--- config.mk ---
export PLATFORM = sky130hd
export DESIGN_NAME = text_console_cursor_writer_flat
export DESIGN_NICKNAME = d
export VERILOG_FILES = /design/src/design/tccw_pkg.sv /design/src/design/tccw_if.sv /design/src/design/text_console_cursor_writer.sv /design/src/design/tccw_front.sv /design/src/design/tccw_queue.sv /design/src/design/tccw_back.sv /design/src/flat_wrapper.sv
export SDC_FILE = /design/constraint.sdc
export NUM_CORES = 1
export LEC_CHECK = 0
export ABC_AREA = 1
export BUFFER_PORTS_ARGS = -buffer_cell sky130_fd_sc_hd__buf_4
export CELL_PAD_IN_SITES_DETAIL_PLACEMENT = 1
export CELL_PAD_IN_SITES_GLOBAL_PLACEMENT = 1
export CORE_ASPECT_RATIO = 2
export CORE_MARGIN = 2
export CORE_UTILIZATION = 45
export CTS_CLUSTER_DIAMETER = 50
export CTS_CLUSTER_SIZE = 14
export DETAILED_ROUTE_END_ITERATION = 7
export PLACE_DENSITY = 0.81
export SETUP_SLACK_MARGIN = 0.02
export SLEW_MARGIN = 20
export SYNTH_ARGS = -nofsm -noshare
export SYNTH_HDL_FRONTEND = slang
export SYNTH_HIERARCHICAL = 1
export SYNTH_SLANG_ARGS = --single-unit
--- constraint.sdc ---
create_clock -name i_clk -period 15.3 [get_ports i_clk]
set_input_delay 3.06 -clock i_clk [delete_from_list [all_inputs] [get_ports i_clk]]
set_output_delay 3.06 -clock i_clk [all_outputs]
set_load 0.01 [all_outputs]
--- src/design/tccw_pkg.sv ---
package tccw_pkg;

    // Control bytes recognized by the cursor logic, and CH_ZERO, the base of the digit characters
    localparam logic [7:0] CH_BEL  = 8'h07;
    localparam logic [7:0] CH_TAB  = 8'h09;
    localparam logic [7:0] CH_LF   = 8'h0A;
    localparam logic [7:0] CH_VT   = 8'h0B;
    localparam logic [7:0] CH_CR   = 8'h0D;
    localparam logic [7:0] CH_ZERO = 8'h30;

    localparam int TAB_STEP    = 4;
    localparam int COL_W       = 7;   // cursor column, up to 128 columns
    localparam int ROW_W       = 5;   // cursor row, up to 32 rows
    localparam int IDX_W       = 11;  // cell index on the output
    localparam int LIN_W       = COL_W + ROW_W + 1;
    localparam int STACK_DEPTH = 32;  // digits of a 32-bit number in base 2
    localparam int CNT_W       = $clog2(STACK_DEPTH + 1);
    localparam int DIV_BITS    = 8;   // dividend bits retired per cycle

    // Register indexes on the config port
    localparam logic REG_TEXT_COLOR = 1'b0;
    localparam logic REG_BG_COLOR   = 1'b1;

    // One character for the cursor engine
    typedef struct packed {
        logic [7:0] ch;
        logic       last;
    } t_op;

endpackage

--- src/design/tccw_if.sv ---
interface tccw_in_if;
    logic        valid;
    logic        ready;
    logic        req_type;
    logic [7:0]  char_code;
    logic [31:0] number;
    logic [3:0]  radix;

    modport source (output valid, req_type, char_code, number, radix, input ready);
    modport sink   (input valid, req_type, char_code, number, radix, output ready);
endinterface

interface tccw_out_if;
    logic        valid;
    logic        ready;
    logic        write_enable;
    logic [10:0] cell_index;
    logic [15:0] cell_value;
    logic        last;

    modport source (output valid, write_enable, cell_index, cell_value, last, input ready);
    modport sink   (input valid, write_enable, cell_index, cell_value, last, output ready);
endinterface

--- src/design/text_console_cursor_writer.sv ---
// Character item: written into the queue at its accept edge, then taken by the cursor stage,
// which registers the result; characters can go one per cycle while the output is not stalled.
// Number item of D digits: each digit takes one full pass of the radix divider (8 bits
// per cycle), then one digit result per cycle while the queue has room; the front takes
// the next item after its last digit. A new item is accepted while earlier results
// still drain through queue and output. Reset (i_rst_n low, synchronous): cursor to
// row 0 column 0, queue and output empty, text color 7, background color 0.
module text_console_cursor_writer import tccw_pkg::*; #(
    parameter int COLUMNS = 80,
    parameter int ROWS    = 25
) (
    input  logic        i_clk,
    input  logic        i_rst_n,
    tccw_in_if.sink     i_req,
    tccw_out_if.source  o_res,
    input  logic        psel,
    input  logic        penable,
    input  logic        pwrite,
    input  logic [2:0]  paddr,
    input  logic [31:0] pwdata,
    output logic [31:0] prdata,
    output logic        pready
);

    // Color registers
    logic [3:0] r_text_color;
    logic [3:0] r_bg_color;
    logic       w_cfg_wr;

    // Front to queue, queue to back
    logic       w_f_valid;
    t_op        w_f_op;
    logic       w_f_ready;
    logic       w_b_valid;
    t_op        w_b_op;
    logic       w_b_ready;

    assign pready   = 1'b1;
    assign w_cfg_wr = psel && penable && pwrite && pready;

    // Registers decoded by word address bit only; one per 32-bit word
    always_ff @(posedge i_clk) begin
        if (!i_rst_n) begin
            r_text_color <= 4'd7;
            r_bg_color   <= 4'd0;
        end else if (w_cfg_wr) begin
            case (paddr[2])
                REG_TEXT_COLOR: r_text_color <= pwdata[3:0];
                REG_BG_COLOR:   r_bg_color   <= pwdata[3:0];
                default: begin
                end
            endcase
        end
    end

    always_comb begin
        case (paddr[2])
            REG_TEXT_COLOR: prdata = {28'd0, r_text_color};
            REG_BG_COLOR:   prdata = {28'd0, r_bg_color};
            default:        prdata = '0;
        endcase
    end

    // Front: takes items, splits numbers into digits
    tccw_front u_front (
        .i_clk      (i_clk),
        .i_rst_n    (i_rst_n),
        .i_req      (i_req),
        .o_op_valid (w_f_valid),
        .o_op       (w_f_op),
        .i_op_ready (w_f_ready)
    );

    // Two-entry queue decouples digit generation from cursor updates
    tccw_queue u_queue (
        .i_clk        (i_clk),
        .i_rst_n      (i_rst_n),
        .i_push_valid (w_f_valid),
        .i_push_op    (w_f_op),
        .o_push_ready (w_f_ready),
        .o_pop_valid  (w_b_valid),
        .o_pop_op     (w_b_op),
        .i_pop_ready  (w_b_ready)
    );

    // Back: cursor tracking, cell address, registered result
    tccw_back #(
        .COLUMNS (COLUMNS),
        .ROWS    (ROWS)
    ) u_back (
        .i_clk      (i_clk),
        .i_rst_n    (i_rst_n),
        .i_attr     ({r_bg_color, r_text_color}),
        .i_op_valid (w_b_valid),
        .i_op       (w_b_op),
        .o_op_ready (w_b_ready),
        .o_res      (o_res)
    );

endmodule

--- src/design/tccw_front.sv ---
module tccw_front import tccw_pkg::*; (
    input  logic      i_clk,
    input  logic      i_rst_n,
    tccw_in_if.sink   i_req,
    output logic      o_op_valid,
    output t_op       o_op,
    input  logic      i_op_ready
);

    typedef enum logic [1:0] {ST_IDLE, ST_DIV, ST_EMIT} t_state;

    t_state           r_state;
    logic [31:0]      r_work;
    logic [3:0]       r_rem;
    logic [3:0]       r_base;
    logic [1:0]       r_step;
    logic [CNT_W-1:0] r_cnt;
    logic [3:0]       r_stack [STACK_DEPTH];

    logic             w_acc;
    logic [3:0]       w_base;
    logic [3:0]       w_digit;
    logic [31:0]      w_quot;
    logic             w_push;
    logic             w_pop;

    assign i_req.ready = (r_state == ST_IDLE) && i_op_ready;
    assign w_acc       = i_req.valid && i_req.ready;

    // clamp radix to 2..10
    always_comb begin
        if (i_req.radix < 4'd2) begin
            w_base = 4'd2;
        end else if (i_req.radix > 4'd10) begin
            w_base = 4'd10;
        end else begin
            w_base = i_req.radix;
        end
    end

    // restoring long division, DIV_BITS dividend bits per cycle
    always_comb begin
        logic [4:0]          v_t;
        logic [3:0]          v_rem;
        logic [DIV_BITS-1:0] v_q;
        v_rem = r_rem;
        v_q   = '0;
        for (int i = 0; i < DIV_BITS; i++) begin
            v_t = {v_rem, r_work[31-i]};
            if (v_t >= {1'b0, r_base}) begin
                v_t = v_t - {1'b0, r_base};
                v_q[DIV_BITS-1-i] = 1'b1;
            end
            v_rem = v_t[3:0];
        end
        w_digit = v_rem;
        w_quot  = {r_work[31-DIV_BITS:0], v_q};
    end

    assign w_push = (r_state == ST_DIV) && (r_step == 2'd3);
    assign w_pop  = (r_state == ST_EMIT) && i_op_ready;

    assign o_op_valid = (w_acc && !i_req.req_type) || (r_state == ST_EMIT);
    assign o_op.ch    = (r_state == ST_EMIT) ? (CH_ZERO + {4'd0, r_stack[0]}) : i_req.char_code;
    assign o_op.last  = (r_state == ST_EMIT) ? (r_cnt == CNT_W'(1)) : 1'b1;

    always_ff @(posedge i_clk) begin
        if (!i_rst_n) begin
            r_state <= ST_IDLE;
            r_step  <= '0;
            r_cnt   <= '0;
        end else begin
            case (r_state)
                ST_IDLE: begin
                    if (w_acc && i_req.req_type) begin
                        r_work  <= i_req.number;
                        r_rem   <= '0;
                        r_base  <= w_base;
                        r_step  <= '0;
                        r_cnt   <= '0;
                        r_state <= ST_DIV;
                    end
                end
                ST_DIV: begin
                    r_work <= w_quot;
                    r_rem  <= w_digit;
                    r_step <= r_step + 2'd1;
                    if (r_step == 2'd3) begin
                        r_rem <= '0;
                        r_cnt <= r_cnt + CNT_W'(1);
                        if (w_quot == '0 || r_cnt == CNT_W'(STACK_DEPTH - 1)) begin
                            r_state <= ST_EMIT;
                        end
                    end
                end
                ST_EMIT: begin
                    if (i_op_ready) begin
                        r_cnt <= r_cnt - CNT_W'(1);
                        if (r_cnt == CNT_W'(1)) begin
                            r_state <= ST_IDLE;
                        end
                    end
                end
                default: begin
                    r_state <= ST_IDLE;
                end
            endcase
        end
    end

    // digit stack: least significant pushed first, top at entry 0
    always_ff @(posedge i_clk) begin
        if (w_push) begin
            r_stack[0] <= w_digit;
            for (int i = 1; i < STACK_DEPTH; i++) begin
                r_stack[i] <= r_stack[i-1];
            end
        end else if (w_pop) begin
            for (int i = 0; i < STACK_DEPTH - 1; i++) begin
                r_stack[i] <= r_stack[i+1];
            end
        end
    end

    a_cnt_bound: assert property (@(posedge i_clk) disable iff (!i_rst_n)
        r_cnt <= CNT_W'(STACK_DEPTH))
        else $error("digit count overflow");

    a_emit_nonempty: assert property (@(posedge i_clk) disable iff (!i_rst_n)
        (r_state == ST_EMIT) |-> (r_cnt != '0))
        else $error("emitting from empty digit stack");

endmodule

--- src/design/tccw_queue.sv ---
module tccw_queue import tccw_pkg::*; (
    input  logic i_clk,
    input  logic i_rst_n,
    input  logic i_push_valid,
    input  t_op  i_push_op,
    output logic o_push_ready,
    output logic o_pop_valid,
    output t_op  o_pop_op,
    input  logic i_pop_ready
);

    t_op        r_mem [2];
    logic       r_wr_ptr;
    logic       r_rd_ptr;
    logic [1:0] r_count;

    logic       w_push;
    logic       w_pop;

    assign o_push_ready = (r_count != 2'd2);
    assign o_pop_valid  = (r_count != 2'd0);
    assign o_pop_op     = r_mem[r_rd_ptr];
    assign w_push       = i_push_valid && o_push_ready;
    assign w_pop        = o_pop_valid && i_pop_ready;

    always_ff @(posedge i_clk) begin
        if (!i_rst_n) begin
            r_wr_ptr <= 1'b0;
            r_rd_ptr <= 1'b0;
            r_count  <= 2'd0;
        end else begin
            if (w_push) begin
                r_wr_ptr <= !r_wr_ptr;
            end
            if (w_pop) begin
                r_rd_ptr <= !r_rd_ptr;
            end
            if (w_push && !w_pop) begin
                r_count <= r_count + 2'd1;
            end else if (w_pop && !w_push) begin
                r_count <= r_count - 2'd1;
            end
        end
    end

    always_ff @(posedge i_clk) begin
        if (w_push) begin
            r_mem[r_wr_ptr] <= i_push_op;
        end
    end

    a_count_bound: assert property (@(posedge i_clk) disable iff (!i_rst_n)
        r_count <= 2'd2)
        else $error("queue count overflow");

endmodule

--- src/design/tccw_back.sv ---
module tccw_back import tccw_pkg::*; #(
    parameter int COLUMNS = 80,
    parameter int ROWS    = 25
) (
    input  logic       i_clk,
    input  logic       i_rst_n,
    input  logic [7:0] i_attr,
    input  logic       i_op_valid,
    input  t_op        i_op,
    output logic       o_op_ready,
    tccw_out_if.source o_res
);

    logic [COL_W-1:0] r_col;
    logic [ROW_W-1:0] r_row;
    logic             r_ovalid;
    logic             r_we;
    logic [IDX_W-1:0] r_idx;
    logic [15:0]      r_val;
    logic             r_last;

    logic [COL_W-1:0] n_col;
    logic [ROW_W-1:0] n_row;
    logic             n_we;
    logic [IDX_W-1:0] n_idx;
    logic [15:0]      n_val;
    logic             w_take;
    logic [LIN_W-1:0] w_lin;

    function automatic logic [ROW_W-1:0] next_row(input logic [ROW_W-1:0] row);
        logic [ROW_W:0] v_sum;
        v_sum = {1'b0, row} + (ROW_W+1)'(1);
        next_row = (v_sum >= (ROW_W+1)'(ROWS)) ? '0 : v_sum[ROW_W-1:0];
    endfunction

    assign o_op_ready = !r_ovalid || o_res.ready;
    assign w_take     = i_op_valid && o_op_ready;
    assign w_lin      = LIN_W'(r_row) * LIN_W'(COLUMNS) + LIN_W'(r_col);

    always_comb begin
        logic [COL_W:0]   v_col;
        logic [ROW_W-1:0] v_row;
        v_col = {1'b0, r_col};
        v_row = r_row;
        n_we  = 1'b0;
        n_idx = '0;
        n_val = '0;
        case (i_op.ch)
            CH_CR: begin
                v_col = '0;
            end
            CH_LF: begin
                v_col = '0;
                v_row = next_row(r_row);
            end
            CH_TAB: begin
                v_col = v_col + (COL_W+1)'(TAB_STEP);
            end
            CH_VT: begin
                v_row = next_row(r_row);
            end
            CH_BEL: begin
            end
            default: begin
                n_we  = 1'b1;
                n_idx = w_lin[IDX_W-1:0];
                n_val = {i_attr, i_op.ch};
                v_col = v_col + (COL_W+1)'(1);
            end
        endcase
        // wrap at right edge
        if (v_col >= (COL_W+1)'(COLUMNS)) begin
            v_col = '0;
            v_row = next_row(v_row);
        end
        n_col = v_col[COL_W-1:0];
        n_row = v_row;
    end

    always_ff @(posedge i_clk) begin
        if (!i_rst_n) begin
            r_col    <= '0;
            r_row    <= '0;
            r_ovalid <= 1'b0;
        end else begin
            if (w_take) begin
                r_col    <= n_col;
                r_row    <= n_row;
                r_ovalid <= 1'b1;
                r_we     <= n_we;
                r_idx    <= n_idx;
                r_val    <= n_val;
                r_last   <= i_op.last;
            end else if (o_res.ready) begin
                r_ovalid <= 1'b0;
            end
        end
    end

    assign o_res.valid        = r_ovalid;
    assign o_res.write_enable = r_we;
    assign o_res.cell_index   = r_idx;
    assign o_res.cell_value   = r_val;
    assign o_res.last         = r_last;

    a_col_range: assert property (@(posedge i_clk) disable iff (!i_rst_n)
        (COL_W+1)'(r_col) < (COL_W+1)'(COLUMNS))
        else $error("cursor column out of range");

    a_row_range: assert property (@(posedge i_clk) disable iff (!i_rst_n)
        (ROW_W+1)'(r_row) < (ROW_W+1)'(ROWS))
        else $error("cursor row out of range");

endmodule

--- src/flat_wrapper.sv ---
// flat-port wrapper written by rule: the top's interface ports become plain ports
module text_console_cursor_writer_flat import tccw_pkg::*;
#(
    parameter int COLUMNS = 80,
    parameter int ROWS    = 25
)
  (i_clk, i_rst_n, psel, penable, pwrite, paddr, pwdata, prdata, pready, i_req_valid, i_req_req_type, i_req_char_code, i_req_number, i_req_radix, i_req_ready, o_res_valid, o_res_write_enable, o_res_cell_index, o_res_cell_value, o_res_last, o_res_ready);
  tccw_in_if i_req_i ();
  tccw_out_if o_res_i ();
  input  logic i_clk;
  input  logic i_rst_n;
  input  logic psel;
  input  logic penable;
  input  logic pwrite;
  input  logic [2:0] paddr;
  input  logic [31:0] pwdata;
  output logic [31:0] prdata;
  output logic pready;
  input wire logic [$bits(i_req_i.valid)-1:0] i_req_valid;
  input wire logic [$bits(i_req_i.req_type)-1:0] i_req_req_type;
  input wire logic [$bits(i_req_i.char_code)-1:0] i_req_char_code;
  input wire logic [$bits(i_req_i.number)-1:0] i_req_number;
  input wire logic [$bits(i_req_i.radix)-1:0] i_req_radix;
  output wire logic [$bits(i_req_i.ready)-1:0] i_req_ready;
  output wire logic [$bits(o_res_i.valid)-1:0] o_res_valid;
  output wire logic [$bits(o_res_i.write_enable)-1:0] o_res_write_enable;
  output wire logic [$bits(o_res_i.cell_index)-1:0] o_res_cell_index;
  output wire logic [$bits(o_res_i.cell_value)-1:0] o_res_cell_value;
  output wire logic [$bits(o_res_i.last)-1:0] o_res_last;
  input wire logic [$bits(o_res_i.ready)-1:0] o_res_ready;
  assign i_req_i.valid = i_req_valid;
  assign i_req_i.req_type = i_req_req_type;
  assign i_req_i.char_code = i_req_char_code;
  assign i_req_i.number = i_req_number;
  assign i_req_i.radix = i_req_radix;
  assign i_req_ready = i_req_i.ready;
  assign o_res_valid = o_res_i.valid;
  assign o_res_write_enable = o_res_i.write_enable;
  assign o_res_cell_index = o_res_i.cell_index;
  assign o_res_cell_value = o_res_i.cell_value;
  assign o_res_last = o_res_i.last;
  assign o_res_i.ready = o_res_ready;
  text_console_cursor_writer #(.COLUMNS(COLUMNS), .ROWS(ROWS)) u_core (.i_clk(i_clk), .i_rst_n(i_rst_n), .i_req(i_req_i), .o_res(o_res_i), .psel(psel), .penable(penable), .pwrite(pwrite), .paddr(paddr), .pwdata(pwdata), .prdata(prdata), .pready(pready));
endmodule
==> out/results.ini <==
[outcome]
run_status = complete, no violations

[drt]
drt-initial-drc-count = 429
routed_via_density = 5.26
top_layer = met4
detailroute.via_count = 10800
route.antenna.remaining_nets = 0
mean_routed_wirelength_per_cell_um = 17.0
drcViolationCount = 0
met1_routed_wirelength_after_detailed_routing_mm = 11.9
routed_met2_length_mm = 20.1
detail_route.wirelength_mm = 34.7
wl_met3_um = 914
detailedRoute.firstPassIterationCount = 5

[cells_and_area]
antenna-diode-count = 0
mostFrequentLayoutCells = sky130_fd_sc_hd__nand2_1, sky130_fd_sc_hd__edfxtp_1, sky130_fd_sc_hd__inv_1, sky130_fd_sc_hd__nor2_1, sky130_fd_sc_hd__buf_4
most_common_cell_after_layout_fill_and_taps_aside = sky130_fd_sc_hd__nand2_1
synth_to_layout_area_growth_pct = 12.1
nets = 1811
post_route_cells_drive_above_1_share_pct = 13.7

[global_route]
antenna_found_initial = 0
grt_overflow_total = 0
number_of_global_route_vias_before_repair = 11700
grt_start_max_net_pins = 93
grt_pass1_wl_mm = 56.2
global_route.usage.total_pct = 21.5

[die]
floorplan.rows = 91
die_w_um = 129
initial_utilization_pct = 45.6
io_pins = 151
die_area_sq_um = 32700
placeableCoreArea_sq_um = 30700
die_height_um = 254

[clock_network]
holdBufCountCts = 0
tritoncts = built
cts_made_buffers = 24
clkSinkCount = 251
cts.repair.resized = 0
post-cts-setup-buffers = 0
cts.path.max_buffers = 3
clk_latency_ns = 0.56
cts_htree_levels = 1
clk_pin_slew_worst_paths_ns = 0.07
clk_root_buffer_cell = sky130_fd_sc_hd__clkbuf_16

[critical_path]
cp_slowest_cell = sky130_fd_sc_hd__edfxtp_1
worst_setup_path_end_kind = flop
crit_type = reg -> reg
crit_path_start = u_core/u_front/r_base[1]
crit_path_frequent_cell = sky130_fd_sc_hd__nand2_1
arrival_time_of_the_worst_setup_path_ns = 13.21
cp_top_family = simple AND/OR/NAND/NOR gates
crit_buf_inv = 10
cp_max_fo = 10
worst_path_largest_cell_delay_ns = 0.70
startpoint_type = flop
timing.critical_path.required_ns = 15.56
r2r-start = u_core/u_front/r_base[1]

[timing]
min_period_ns = 12.94
rsz0062_at_grt = no
max_slew.worst_pin.slew_ns = 1.05
timing_max_transition_violations_final = 0
maxSlewHeadroom_pct = 29.7
finalHoldViolCount = 0
fin_worst_skew_ns = 0.0319
ratio_of_final_minimum_period_to_clock_period_pct = 84.6
final-setup-viol-count = 0
achievable-frequency_ghz = 0.0773
setup-tns-final_ns = 0

[min_path]
min_from = u_core/u_front/r_stack[0][120]
min-delay-path-class = reg -> reg

[logic_synthesis]
yosys.area_share.adder_pct = 6.51
synth_compound_area_share_pct = 6.48
yosysTopAreaCell = sky130_fd_sc_hd__edfxtp_1
synth_xor_xnor_area_share_pct = 1.25
ys_types = 55
asyncSetResetFlopFracSynth_pct = 0
synth.top_cells.by_area = sky130_fd_sc_hd__edfxtp_1, sky130_fd_sc_hd__nand2_1, sky130_fd_sc_hd__dfxtp_1, sky130_fd_sc_hd__ha_1, sky130_fd_sc_hd__inv_1
synth-seq-cells = 251
mappedNetlistArea_sq_um = 14000
synth_simple_gate_area_share_pct = 25.8
synth_cells = 1583
synthFlopType = sky130_fd_sc_hd__edfxtp_1
synth.avg_cell_area_sq_um = 8.86
synth_edf_count = 215
synth_seq_area_share_pct = 51.2
fraction_of_synthesized_area_in_multiplexers_pct = 0.723
yosys_warnings = 6
synth_top_cell_area_share_pct = 46.0
synth_top_family_by_area = simple AND/OR/NAND/NOR gates

[placement]
place_congestion = 0.857
portBuffers = 91
place_hpwl_mm = 25.3

[job]
maxCapViolations = 0

==> logic make-up after synthesis <==
group           after synthesis
flops                       251
simple gates                806
buf+inv                     265
other cells                   2
fa+ha+maj                    67
compound gates              163
mux                           9
xor+xnor                     20
==> Yosys cell counts, types with 5 or more instances <==
cell	instances
sky130_fd_sc_hd__mux2_2	9
sky130_fd_sc_hd__nor2_1	101
sky130_fd_sc_hd__o21ai_1	8
sky130_fd_sc_hd__a21oi_1	35
sky130_fd_sc_hd__nor3_1	16
sky130_fd_sc_hd__inv_2	10
sky130_fd_sc_hd__nand2_4	12
sky130_fd_sc_hd__edfxtp_1	215
sky130_fd_sc_hd__xor2_1	16
sky130_fd_sc_hd__o21ai_0	91
sky130_fd_sc_hd__nand3_2	7
sky130_fd_sc_hd__ha_1	57
sky130_fd_sc_hd__buf_4	29
sky130_fd_sc_hd__nand4_1	11
sky130_fd_sc_hd__nand2_2	16
sky130_fd_sc_hd__nor2_4	10
sky130_fd_sc_hd__nand2_1	543
sky130_fd_sc_hd__inv_1	171
sky130_fd_sc_hd__nand3_4	6
sky130_fd_sc_hd__clkbuf_1	42
sky130_fd_sc_hd__nand3_1	61
sky130_fd_sc_hd__dfxtp_1	36
sky130_fd_sc_hd__nor2_2	5
sky130_fd_sc_hd__fa_1	10
==> worst paths after layout <==
check | end | slack (ns) | depth (start not counted)
worst max-delay path | u_core/u_front/r_stack[0][1] | 2.36 | 70
worst min-delay path | u_core/u_front/r_stack[0][124] | 0.48 | 0
worst max register to register | u_core/u_front/r_stack[0][1] | 2.36 | 70
worst min register to register | u_core/u_front/r_stack[0][124] | 0.48 | 0
==> area by class of cell <==
class | count | area (sq um)
fill | 3625 | 15000
sequential | 251 | 7180
multi-input combinational | 1094 | 5850
timing repair buffer | 98 | 739
inverter | 188 | 716
clock buffer | 37 | 692
tap | 372 | 465
clock inverter | 7 | 86.3
==> layer usage <==
metal,vias up,GRT usage [%]
met3,96,2.42
met1,5281,20.2
met5,-,0
met2,168,43.7
li1,5231,-
met4,0,11.0
==> flip-flops by register name, indices dropped and copies added (netlist names), 2 cells and up, named ones only <==
register / flops
u_core/u_back/o_res.cell_value: 16
u_core/u_front/r_state: 2
u_core/u_back/o_res.cell_index: 11
u_core/u_front/r_base: 4
u_core/u_front/r_rem: 4
u_core/u_back/r_col: 7
u_core/r_text_color: 4
u_core/u_queue/r_count: 2
u_core/u_front/r_stack: 128
u_core/u_front/r_work: 32
u_core/u_back/r_row: 5
u_core/r_bg_color: 4
u_core/u_front/r_step: 2
u_core/u_queue/r_mem: 18
u_core/u_front/r_cnt: 6
==> per-stage QoR <==
step           utilization, %  worst slack, ns  cell area [sq um]  hold WS [ns]  instances
2_1_floorplan               -             4.72              14100         0.427       1610
3_3_place_gp             48.6             2.85              14900         0.443       2003
3_5_place_dp             48.6             2.55              14900         0.440       2003
4_1_cts                  51.1             2.34              15700         0.474       2047
5_1_grt                  51.1             1.19              15700         0.489       2047
6_report                 51.1             2.36              15700         0.476       2047
Power is left out: the tool's default activity adds up to more than one toggle a clock period on the data nets, which glitch-free logic cannot reach.
